## config.mk

```make
export PLATFORM = sky130hd
export DESIGN_NAME = multipart_read_splitter
export DESIGN_NICKNAME = d
export VERILOG_FILES = /design/src/design/msr_pkg.sv /design/src/design/msr_div.sv /design/src/design/multipart_read_splitter.sv
export SDC_FILE = /design/constraint.sdc
export NUM_CORES = 2
export LEC_CHECK = 0
export CORE_ASPECT_RATIO = 0.6
export CORE_MARGIN = 3
export CORE_UTILIZATION = 30
export DETAILED_ROUTE_END_ITERATION = 7
export DONT_BUFFER_PORTS = 1
export PLACE_DENSITY = 0.52
export SETUP_SLACK_MARGIN = 0.02
export SLEW_MARGIN = 0
export SYNTH_ARGS = -nofsm -noshare
export SYNTH_HDL_FRONTEND = slang
export SYNTH_HIERARCHICAL = 1
export SYNTH_SLANG_ARGS = --single-unit
```

## constraint.sdc

```tcl
create_clock -name clk -period 8.1 [get_ports clk]
set_clock_uncertainty 0.05 [all_clocks]
set_input_delay 0.405 -clock clk [delete_from_list [all_inputs] [get_ports clk]]
set_output_delay 0.405 -clock clk [all_outputs]
set_load 0.01 [all_outputs]
```

## src/design/msr_pkg.sv

```systemverilog
// Package for the multipart read splitter: transaction payload types, register
// indexes, error codes and the divider result type.
// No dependencies; every other design file imports it.
`default_nettype none

package msr_pkg;

    localparam int OFFSET_BITS  = 48;
    localparam int LENGTH_BITS  = 21;
    localparam int MAX_SEGMENTS = 64;

    localparam int POS_W  = 64;
    localparam int SIZE_W = 40;
    localparam int PART_W = 32;
    localparam int SKIP_W = 48;
    localparam int CFG_W  = 48;
    localparam int IDX_W  = 3;

    localparam logic [IDX_W-1:0] CFG_START_SKIP   = 3'd0;
    localparam logic [IDX_W-1:0] CFG_PART_BYTES   = 3'd1;
    localparam logic [IDX_W-1:0] CFG_HEADER_BYTES = 3'd2;
    localparam logic [IDX_W-1:0] CFG_FINAL_BYTES  = 3'd3;
    localparam logic [IDX_W-1:0] CFG_PART_COUNT   = 3'd4;

    localparam logic [1:0] ERR_OK   = 2'd0;
    localparam logic [1:0] ERR_ROOM = 2'd1;
    localparam logic [1:0] ERR_CAP  = 2'd2;

    typedef struct packed {
        logic [OFFSET_BITS-1:0] read_offset;
        logic [LENGTH_BITS-1:0] read_length;
    } req_t;

    typedef struct packed {
        logic [PART_W-1:0]      segment_part;
        logic [SIZE_W-1:0]      segment_offset;
        logic [LENGTH_BITS-1:0] segment_length;
        logic                   last_segment;
        logic [1:0]             error_code;
    } seg_t;

    typedef struct packed {
        logic [POS_W-1:0]  quot;
        logic [SIZE_W-1:0] rem;
    } div_res_t;

endpackage

`default_nettype wire

```

## src/design/msr_div.sv

```systemverilog
// Restoring divider, one quotient bit per cycle: 64-bit dividend by 40-bit divisor.
// Depends on msr_pkg for widths and the result type.
`default_nettype none

module msr_div (
    input  wire logic                       clk,
    input  wire logic                       rst_n,
    input  wire logic                       start,
    input  wire logic [msr_pkg::POS_W-1:0]  dividend,
    input  wire logic [msr_pkg::SIZE_W-1:0] divisor,
    output logic                            done,
    output msr_pkg::div_res_t               res
);
    import msr_pkg::*;

    localparam int CNT_W = $clog2(POS_W);

    logic [POS_W-1:0]  acc_reg;
    logic [SIZE_W-1:0] rem_reg;
    logic [SIZE_W-1:0] dsor_reg;
    logic [CNT_W-1:0]  cnt_reg;
    logic              busy_reg;
    logic              done_reg;

    logic [SIZE_W:0]   trial;
    logic [SIZE_W-1:0] diff;
    logic              fits;

    // The partial remainder stays below the divisor, so it fits in SIZE_W bits.
    assign trial = {rem_reg, acc_reg[POS_W-1]};
    assign fits  = trial >= {1'b0, dsor_reg};
    assign diff  = trial[SIZE_W-1:0] - dsor_reg;

    always_ff @(posedge clk or negedge rst_n)
    begin
        if (!rst_n)
        begin
            busy_reg <= 1'b0;
            done_reg <= 1'b0;
            cnt_reg  <= '0;
        end
        else
        begin
            done_reg <= 1'b0;
            if (start)
            begin
                busy_reg <= 1'b1;
                cnt_reg  <= '0;
            end
            else if (busy_reg)
            begin
                cnt_reg <= cnt_reg + CNT_W'(1);
                if (cnt_reg == CNT_W'(POS_W - 1))
                begin
                    busy_reg <= 1'b0;
                    done_reg <= 1'b1;
                end
            end
        end
    end

    always_ff @(posedge clk)
    begin
        if (start)
        begin
            acc_reg  <= dividend;
            rem_reg  <= '0;
            dsor_reg <= divisor;
        end
        else if (busy_reg)
        begin
            acc_reg <= {acc_reg[POS_W-2:0], fits};
            rem_reg <= fits ? diff : trial[SIZE_W-1:0];
        end
    end

    assign done = done_reg;
    assign res  = '{quot: acc_reg, rem: rem_reg};

endmodule

`default_nettype wire

```

## src/design/multipart_read_splitter.sv

```systemverilog
// Top level of the multipart read splitter: configuration registers and the
// segment sequencer. Depends on msr_pkg and msr_div.
//
//   channel   direction  handshake            payload
//   req       in         req_valid/req_stall  msr_pkg::req_t
//   seg       out        seg_valid/seg_stall  msr_pkg::seg_t
//   cfg       in         cfg_write            cfg_index, cfg_data
//
// A request is checked in S_START, then each segment passes S_EVAL, S_EMIT
// and S_WAIT (held there on seg_stall); when the offset lies past part 0 the
// first segment waits on the one-bit-per-cycle divider. Later segments step
// part by part without it. A request of length zero gives no segment.
// Reset puts every configuration register at its reset value and idles the block.
// req_stall is high from acceptance of a nonzero-length request until its last segment has been taken.
`default_nettype none

module multipart_read_splitter #(
    parameter int MAX_SEGMENTS = msr_pkg::MAX_SEGMENTS
) (
    input  wire logic                      clk,
    input  wire logic                      rst_n,
    input  wire logic                      cfg_write,
    input  wire logic [msr_pkg::IDX_W-1:0] cfg_index,
    input  wire logic [msr_pkg::CFG_W-1:0] cfg_data,
    input  wire logic                      req_valid,
    output logic                           req_stall,
    input  msr_pkg::req_t                  req_data,
    output logic                           seg_valid,
    input  wire logic                      seg_stall,
    output msr_pkg::seg_t                  seg_data
);
    import msr_pkg::*;

    localparam int LEN_W = LENGTH_BITS;
    localparam int CNT_W = $clog2(MAX_SEGMENTS + 1);

    typedef enum logic [6:0] {
        S_IDLE  = 7'b0000001,
        S_START = 7'b0000010,
        S_DIV   = 7'b0000100,
        S_EVAL  = 7'b0001000,
        S_EMIT  = 7'b0010000,
        S_WAIT  = 7'b0100000,
        S_STEP  = 7'b1000000
    } state_t;

    state_t             state_reg, state_next;

    logic [SKIP_W-1:0]  skip_reg;
    logic [SIZE_W-1:0]  part_bytes_reg;
    logic [SIZE_W-1:0]  header_reg;
    logic [SIZE_W-1:0]  final_reg;
    logic [PART_W-1:0]  part_count_reg;

    logic [POS_W-1:0]   pos_reg, pos_next;
    logic               carry_reg, carry_next;
    logic [LEN_W-1:0]   left_reg, left_next;
    logic [LEN_W-1:0]   take_reg, take_next;
    logic [CNT_W-1:0]   count_reg, count_next;
    logic [PART_W-1:0]  part_reg, part_next;
    logic [SIZE_W-1:0]  inside_reg, inside_next;
    logic [SIZE_W-1:0]  room_reg, room_next;
    seg_t               seg_reg, seg_next;

    logic [POS_W:0]     sum_start;
    logic [POS_W:0]     sum_step;
    logic [SIZE_W-1:0]  size_sel;
    logic [LEN_W-1:0]   take;
    logic [LEN_W-1:0]   left_after;
    logic               part_is_last;
    logic               load_err;

    logic               div_start;
    logic               div_done;
    logic [POS_W-1:0]   div_dividend;
    div_res_t           div_res;

    msr_div u_div (
        .clk      (clk),
        .rst_n    (rst_n),
        .start    (div_start),
        .dividend (div_dividend),
        .divisor  (part_bytes_reg - header_reg),
        .done     (div_done),
        .res      (div_res)
    );

    assign sum_start    = (POS_W+1)'(req_data.read_offset) + (POS_W+1)'(skip_reg);
    assign sum_step     = (POS_W+1)'(pos_reg) + (POS_W+1)'(take_reg);
    assign part_is_last = part_reg == (part_count_reg - PART_W'(1));
    assign size_sel     = part_is_last ? final_reg : part_bytes_reg;
    assign take         = (room_reg < SIZE_W'(left_reg)) ? LEN_W'(room_reg) : left_reg;
    assign left_after   = left_reg - take;
    assign div_dividend = pos_reg - POS_W'(part_bytes_reg);

    always_comb
    begin
        state_next  = state_reg;
        pos_next    = pos_reg;
        carry_next  = carry_reg;
        left_next   = left_reg;
        take_next   = take_reg;
        count_next  = count_reg;
        part_next   = part_reg;
        inside_next = inside_reg;
        room_next   = room_reg;
        seg_next    = seg_reg;
        div_start   = 1'b0;
        load_err    = 1'b0;

        case (state_reg)
            S_IDLE:
            begin
                if (req_valid)
                begin
                    pos_next   = sum_start[POS_W-1:0];
                    carry_next = sum_start[POS_W];
                    left_next  = req_data.read_length;
                    count_next = '0;
                    if (req_data.read_length != '0)
                    begin
                        state_next = S_START;
                    end
                end
            end
            S_START:
            begin
                if (carry_reg || part_count_reg == '0)
                begin
                    load_err = 1'b1;
                end
                else if (pos_reg < POS_W'(part_bytes_reg))
                begin
                    part_next   = '0;
                    inside_next = pos_reg[SIZE_W-1:0];
                    state_next  = S_EVAL;
                end
                else if (header_reg >= part_bytes_reg)
                begin
                    load_err = 1'b1;
                end
                else
                begin
                    div_start  = 1'b1;
                    state_next = S_DIV;
                end
            end
            S_DIV:
            begin
                if (div_done)
                begin
                    // Part number is quotient plus one; it must stay below part_count.
                    if (div_res.quot >= (POS_W'(part_count_reg) - POS_W'(1)))
                    begin
                        load_err = 1'b1;
                    end
                    else
                    begin
                        part_next   = div_res.quot[PART_W-1:0] + PART_W'(1);
                        inside_next = div_res.rem + header_reg;
                        state_next  = S_EVAL;
                    end
                end
            end
            S_EVAL:
            begin
                if (inside_reg >= size_sel)
                begin
                    load_err = 1'b1;
                end
                else
                begin
                    room_next  = size_sel - inside_reg;
                    state_next = S_EMIT;
                end
            end
            S_EMIT:
            begin
                take_next  = take;
                left_next  = left_after;
                count_next = count_reg + CNT_W'(1);
                seg_next.segment_part   = part_reg;
                seg_next.segment_offset = inside_reg;
                seg_next.segment_length = take;
                if (left_after == '0)
                begin
                    seg_next.last_segment = 1'b1;
                    seg_next.error_code   = ERR_OK;
                end
                else if (count_reg == CNT_W'(MAX_SEGMENTS - 1))
                begin
                    seg_next.last_segment = 1'b1;
                    seg_next.error_code   = ERR_CAP;
                end
                else
                begin
                    seg_next.last_segment = 1'b0;
                    seg_next.error_code   = ERR_OK;
                end
                state_next = S_WAIT;
            end
            S_WAIT:
            begin
                if (!seg_stall)
                begin
                    state_next = seg_reg.last_segment ? S_IDLE : S_STEP;
                end
            end
            S_STEP:
            begin
                // A segment that continues always ended its part, so the next one
                // starts at the data of the following part. Past the last part,
                // or into part 1 with a header that fills the part, or on position overflow, is an error.
                if (sum_step[POS_W] || part_is_last ||
                    (part_reg == '0 && header_reg >= part_bytes_reg))
                begin
                    load_err = 1'b1;
                end
                else
                begin
                    pos_next    = sum_step[POS_W-1:0];
                    part_next   = part_reg + PART_W'(1);
                    inside_next = header_reg;
                    state_next  = S_EVAL;
                end
            end
            default:
            begin
                state_next = S_IDLE;
            end
        endcase

        if (load_err)
        begin
            seg_next.segment_part   = '0;
            seg_next.segment_offset = '0;
            seg_next.segment_length = '0;
            seg_next.last_segment   = 1'b1;
            seg_next.error_code     = ERR_ROOM;
            state_next              = S_WAIT;
        end
    end

    always_ff @(posedge clk or negedge rst_n)
    begin
        if (!rst_n)
        begin
            state_reg      <= S_IDLE;
            skip_reg       <= '0;
            part_bytes_reg <= SIZE_W'(1);
            header_reg     <= '0;
            final_reg      <= '0;
            part_count_reg <= PART_W'(1);
        end
        else
        begin
            state_reg <= state_next;
            if (cfg_write)
            begin
                case (cfg_index)
                    CFG_START_SKIP:   skip_reg       <= cfg_data[SKIP_W-1:0];
                    CFG_PART_BYTES:   part_bytes_reg <= cfg_data[SIZE_W-1:0];
                    CFG_HEADER_BYTES: header_reg     <= cfg_data[SIZE_W-1:0];
                    CFG_FINAL_BYTES:  final_reg      <= cfg_data[SIZE_W-1:0];
                    CFG_PART_COUNT:   part_count_reg <= cfg_data[PART_W-1:0];
                    default:          ;
                endcase
            end
        end
    end

    always_ff @(posedge clk)
    begin
        pos_reg    <= pos_next;
        carry_reg  <= carry_next;
        left_reg   <= left_next;
        take_reg   <= take_next;
        count_reg  <= count_next;
        part_reg   <= part_next;
        inside_reg <= inside_next;
        room_reg   <= room_next;
        seg_reg    <= seg_next;
    end

    assign req_stall = state_reg != S_IDLE;
    assign seg_valid = state_reg == S_WAIT;
    assign seg_data  = seg_reg;

endmodule

`default_nettype wire

```

Word-level counts from Yosys, hierarchy flattened. Cells that the tools add are included.

Register bits after elaboration: 681. Bits of input ports: 125. Output and inout bits: 98. Word-level logic and storage cells: 159.

Add/sub/neg operators: 14. Order comparisons: 6. Equality and inequality tests: 30. Multiplexer cells: 59. Bitwise operators: 1. Reductions and logical operators: 24.

Operators by type and width (count): 40-bit 2-to-1 mux (7); 64-bit 2-to-1 mux (4); 32-bit 2-to-1 mux (5); 64-bit case mux with 2 select lines (1); 40-bit case mux with 3 select lines (1); 40-bit subtractor (3); 32-bit case mux with 3 select lines (1); 7-bit 2-to-1 mux (13); 40-bit >= comparator (2); 64-bit by 21-bit adder with 65-bit output (1); 32-bit by 1-bit adder with 32-bit output (second input constant) (2); 64-bit >= comparator (1); 32-bit logical NOT (2); 64-bit by 40-bit less-than comparator with 1-bit output (1); 64-bit by 40-bit subtractor with 64-bit output (1); 48-bit by 48-bit adder with 49-bit output (1); 7-bit case mux with 7 select lines (1); 21-bit 2-to-1 mux (2); 21-bit case mux with 2 select lines (1); 41-bit by 40-bit >= comparator with 1-bit output (1); 40-bit adder (1); 40-bit by 21-bit less-than comparator with 1-bit output (1); 32-bit by 1-bit subtractor with 33-bit output (second input constant) (1); 32-bit == test (1); 38 further kinds (79).

Logic depth before layout (Yosys ltp).
Depth in word-level cells: 8. Mapped depth: 28. Depth with buffers taken out: 25.

Cells and area by module. Netlist, hierarchy kept.

Modules (own cells, without submodules): multipart_read_splitter (instances 1, cells each 4370, area each 38647.1 um^2, seq. area each 13862.0 um^2); msr_div (instances 1, cells each 776, area each 8409.3 um^2, seq. area each 4124.0 um^2).

Least setup slack after synthesis. Ideal clock, no wire load.

Path kind: register -> register. Start point: reg part_count_reg[17]. End point: reg room_reg[0] (enable). Library setup time: 0.487 ns. Data arrival time: 7.773 ns. Data required time: 7.563 ns. Slack: -0.210 ns. Stages on the path, launching flop included: 25. Buffers on the path: 4. Period minus slack after synthesis: 8.310 ns. Cell sequence: dfrtp_1 -> buf_2 -> or4_4 -> or4_1 -> clkbuf_1 -> nor4_1 -> xnor2_1 -> mux2i_1 -> nor4_1 -> nand4_1 -> nor4_4 -> buf_2 -> buf_2 -> nand2_1 -> o21ai_0 -> ha_1 -> a21oi_1 -> o21ai_0 -> a211oi_1 -> o21a_1 -> o21ai_0 -> o21ai_0 -> nor2b_1 -> nor3_1 -> nor3_1.

Longest elaborated chain between the ends: 6.

RTL lines: start, declared (RTL line multipart_read_splitter.sv:53) `logic [PART_W-1:0] part_count_reg;`; start signal, assigned (RTL line multipart_read_splitter.sv:265) `CFG_PART_COUNT: part_count_reg <= cfg_data[PART_W-1:0];`; 32-bit by 1-bit subtractor with 32-bit output (RTL line multipart_read_splitter.sv:90) `assign part_is_last = part_reg == (part_count_reg - PART_W'(1));`; 32-bit == test (RTL line multipart_read_splitter.sv:90); 40-bit 2-to-1 mux (RTL line multipart_read_splitter.sv:91) `assign size_sel = part_is_last ? final_reg : part_bytes_reg;`; 40-bit >= comparator (RTL line multipart_read_splitter.sv:167) `if (inside_reg >= size_sel)`; 1-bit inverter (no line); 2-bit AND reduction (no line); end signal, assigned (RTL line multipart_read_splitter.sv:281) `room_reg <= room_next;`; end, declared (RTL line multipart_read_splitter.sv:62) `logic [SIZE_W-1:0] room_reg, room_next;`.

Every way passes these cells. A chain may end at the register's enable or synchronous reset.

Worst setup path after layout.
Start point: reg part_count_reg[0]. End point: reg seg_reg, in the netlist seg_data[1].

Longest elaborated chain between the ends: 6. Elaborated cells on any way between the ends: 16. Those cells by class: add/sub (2); order compare (2); eq/ne (1); mux (7); reduce/logical (4).

RTL lines: 32-bit by 1-bit subtractor with 32-bit output (RTL line multipart_read_splitter.sv:90); 32-bit == test (RTL line multipart_read_splitter.sv:90); 40-bit 2-to-1 mux or 1-bit logical OR (tied branches) (RTL line multipart_read_splitter.sv:91, multipart_read_splitter.sv:214); 40-bit >= comparator or 1-bit logical OR (tied branches) (RTL line multipart_read_splitter.sv:167, multipart_read_splitter.sv:214); 1-bit 2-to-1 mux (on tied branches) (RTL line multipart_read_splitter.sv:167, multipart_read_splitter.sv:214); 1-bit case mux with 4 select lines (*) (RTL line multipart_read_splitter.sv:111) `case (state_reg)`; end signal, assigned (RTL line multipart_read_splitter.sv:282) `seg_reg <= seg_next;`; end, declared (RTL line multipart_read_splitter.sv:63) `seg_t seg_reg, seg_next;`.

Every way passes the cells marked *; elsewhere a longest branch is shown, timed or not.

==> flow_summary.yaml <==
cells_and_area:
  largest_reg_flops: 96
  syn_to_final_growth_pct: 12.31
  postLayoutCellArea_um2: 52850
  final_nets: 5646
  drive_gt1_share_pct: 8.165
sta:
  maxSlewHeadroom_pct: 14.58
  final-setup-viol-count: 0
  max_freq_mhz: 130.1
  hold_viol: 0
  min_period_ps: 7685
  fin_crit_sh_pct: 94.88
  tightest_slew_ps: 1277
  drv_slew: 0
  tns_ps: 0
  rsz0062_at_grt: "false"
clock_network:
  htreeDepth: 3
  numCtsBuffers: 80
  clk_pin_slew_ps: 60
  cts.sinks: 680
  clockRootBuffer: "clkbuf_16"
  post_cts.repair.setup_buffers: 0
  clkLatencyLatePin_ps: 730
  clockBufferDepth: 3
  tritoncts: "done"
floorplanning:
  die_x_um: 517.3
  die_y_um: 312.8
  num_rows: 111
  ios: 223
  initial_core_util_pct: 30.50
  core_area_um2: 154300
  die-area_um2: 161800
synth:
  ys_ff_latch: 680
  yosysWarnings: 6
  netlist_top_cells_count: "570 x nand2_1, 398 x a21oi_1, 376 x ha_1"
  synth_nets: 5655
  synth_cell_types: 92
  synthesis.area_um2: 47060
  synth_edf_count: 329
  synth-main-ff-cell: "edfxtp_1"
  synth_cells: 5146
  synth.avg_cell_area_um2: 9.144
  synth_top_area_share_pct: 20.99
  yosysSeqAreaShare_pct: 38.22
  yosys-top-cells-area: "edfxtp_1 21%, dfrtp_1 11%, ha_1 10%"
  yosysTopAreaCell: "edfxtp_1"
  synth-async-reset-ratio_pct: 31.62
  synth.most_common_cell: "nand2_1"
route:
  drc: 0
  vias: 39810
  wl_per_cell_um: 24.42
  drtIter0Drc: 4598
  final_antenna_net_count: 0
  drt_first_pass_iters: 7
  wl_um: 178800
  viasPerCell: 5.439
grt:
  antenna_found_initial: 56
  grt_pass1_wl_um: 255400
  grt_overflow: 0
  grt_max_degree: 216
  grt_usage_pct: 21.41
  grt_pass1_vias: 36350
min_path:
  whs_path_depth: 3
  hold_path_end: "pos_reg[47]"
  min_from: "req_data[68]"
  hold_path_class: "input port to flip-flop"
place:
  portBuffers: 0
  gp_congestion: 0.9420
  post-dp-hpwl_um: 138000
  placed_area_um2: 49340
power:
  power_frac_seq_pct: 32.7
  p_comb_share_pct: 48.5
  p_per_area_nw_per_um2: 379.4
  switching_share_pct: 45.17
  clkPwrFrac_pct: 18.9
  p_int_w: 0.01099
  power_leakage_nw: 21.11
  irDropWorstVdd_v: 0.0001807
  netSwitchingPower_w: 0.009056
flow_run:
  max_cap_viol_count: 0
worst_setup_path:
  r2r_end: "seg_data[1]"
  cp_data_arrival_time_ps: 8200
  critPathKind: "flip-flop to flip-flop"
  worstPathMaxFanout: 97
  reg2reg_from: "part_count_reg[0]"
  startpoint_type: "flip-flop"
  startpoint: "part_count_reg[0]"
  r2r_slack_ps: 410
  end_kind: "flip-flop"
  required_ps: 8620
  ff2ff_path_depth: 26
run_status:
  outcome: "completed"
==> metal layers <==
metal / wire length [um] / up-vias / global-route usage [%]
li1: - / 18740 / -
met1: 87410 / 19060 / 32.99
met2: 62270 / 1790 / 25.60
met3: 23750 / 213 / 9.461
met4: 5167 / 14 / 6.194
met5: 158 / - / 0.6254
==> stage by stage <==
step / hold slack (ps) / utilization [%] / setup slack, ps / total power [W] / std cells
2_1_floorplan: 59.41 / - / 158.9 / 0.01280 / 5146
3_3_place_gp: 124.9 / 31.97 / 638.9 / 0.01588 / 7069
3_5_place_dp: 91.19 / 31.97 / 553.1 / 0.01592 / 7069
4_1_cts: 56.00 / 34.18 / 527.8 / 0.01992 / 7293
5_1_grt: 147.0 / 34.23 / 43.33 / 0.02132 / 7307
6_report: 123.1 / 34.25 / 414.7 / 0.02005 / 7319
==> cell families (layout without fill, tap and decap cells) <==
kind of cell	count (synthesis)	after routing	share of synthesized area, %
XOR/XNOR	401	401	7.464
AND/OR/NAND/NOR	1536	1536	15.49
other	0	24	0
buffers and inverters	512	571	4.236
flip-flops	680	680	38.22
multiplexers	231	231	5.400
AO/OA/AOI/OAI	1402	1402	18.85
adder cells (fa/ha/maj)	384	384	10.34
==> layout by cell type, fill, tap and decap left out, types with 48 or more instances in the layout <==
master / Yosys / final
nand4_1: 81 / 81
inv_1: 295 / 294
dfxtp_1: 136 / 136
nor3_1: 91 / 88
nand2_1: 570 / 570
nor2_1: 316 / 314
dlygate4sd3_1: 0 / 73
nand3_1: 143 / 141
o21a_1: 57 / 57
nor2b_1: 51 / 51
o21ai_0: 361 / 361
a211oi_1: 66 / 66
ha_1: 376 / 376
nor4_1: 50 / 48
xnor2_1: 235 / 235
clkbuf_16: 0 / 80
xor2_1: 166 / 166
dfrtp_1: 212 / 211
a21o_1: 161 / 161
edfxtp_1: 329 / 329
mux2i_1: 48 / 48
a21oi_1: 398 / 398
mux2_2: 183 / 183
==> power groups by stage <==
stage	sequential (W)	clock (W)	combinational [W]
after floorplan	0.00566	0	0.00714
after global placement	0.00654	0	0.00935
after detailed placement	0.00654	0	0.00937
after CTS	0.00648	0.00388	0.00956
after global routing	0.00663	0.00400	0.0107
final	0.00655	0.00378	0.00972
==> worst max path at each step <==
| stage | cells past startpoint | endpoint |
|---|---|---|
| after global routing | 26 | seg_data[1] |
| final | 26 | seg_data[1] |
| after CTS | 25 | seg_data[1] |
| after detailed placement | 25 | seg_data[1] |
| after floorplan | 16 | u_div/acc_reg[0] |
| after global placement | 25 | seg_data[1] |
==> final cells by class <==
cell class	instances	area [um2]
Clock buffer	117	2221
Clock inverter	33	426.7
Multi-Input combinational cell	3954	27200
Fill cell	15910	101500
Inverter	296	1114
Timing Repair Buffer	125	1221
Tap cell	2090	2615
Sequential cell	680	17990
Antenna cell	24	60.06
==> critical path, cell delays in order, from the launching register on <==
cell	delay (ps)
dfstp_2	380
inv_1	100
ha_1	200
nor2b_1	400
nand4_1	180
or4b_1	620
a311o_1	370
a2111oi_0	600
nand4_1	320
nor4_4	310
buf_12	230
mux2i_1	220
ha_1	200
inv_1	60
fa_1	400
a21o_1	200
a21o_1	240
a211oi_1	450
o21a_1	240
o21ai_0	130
o21ai_0	340
nor2b_1	90
nor3_1	220
o21bai_1	180
o211ai_4	130
buf_12	440
o32ai_1	130
==> what timing repair did <==
action / CTS / global route
hold endpoints to repair: 441 / 0
setup endpoints to repair: 0 / 2
hold buffers: 74 / 0
resized for setup: 0 / 2
No activity file was read; power rests on OpenSTA's default activity.
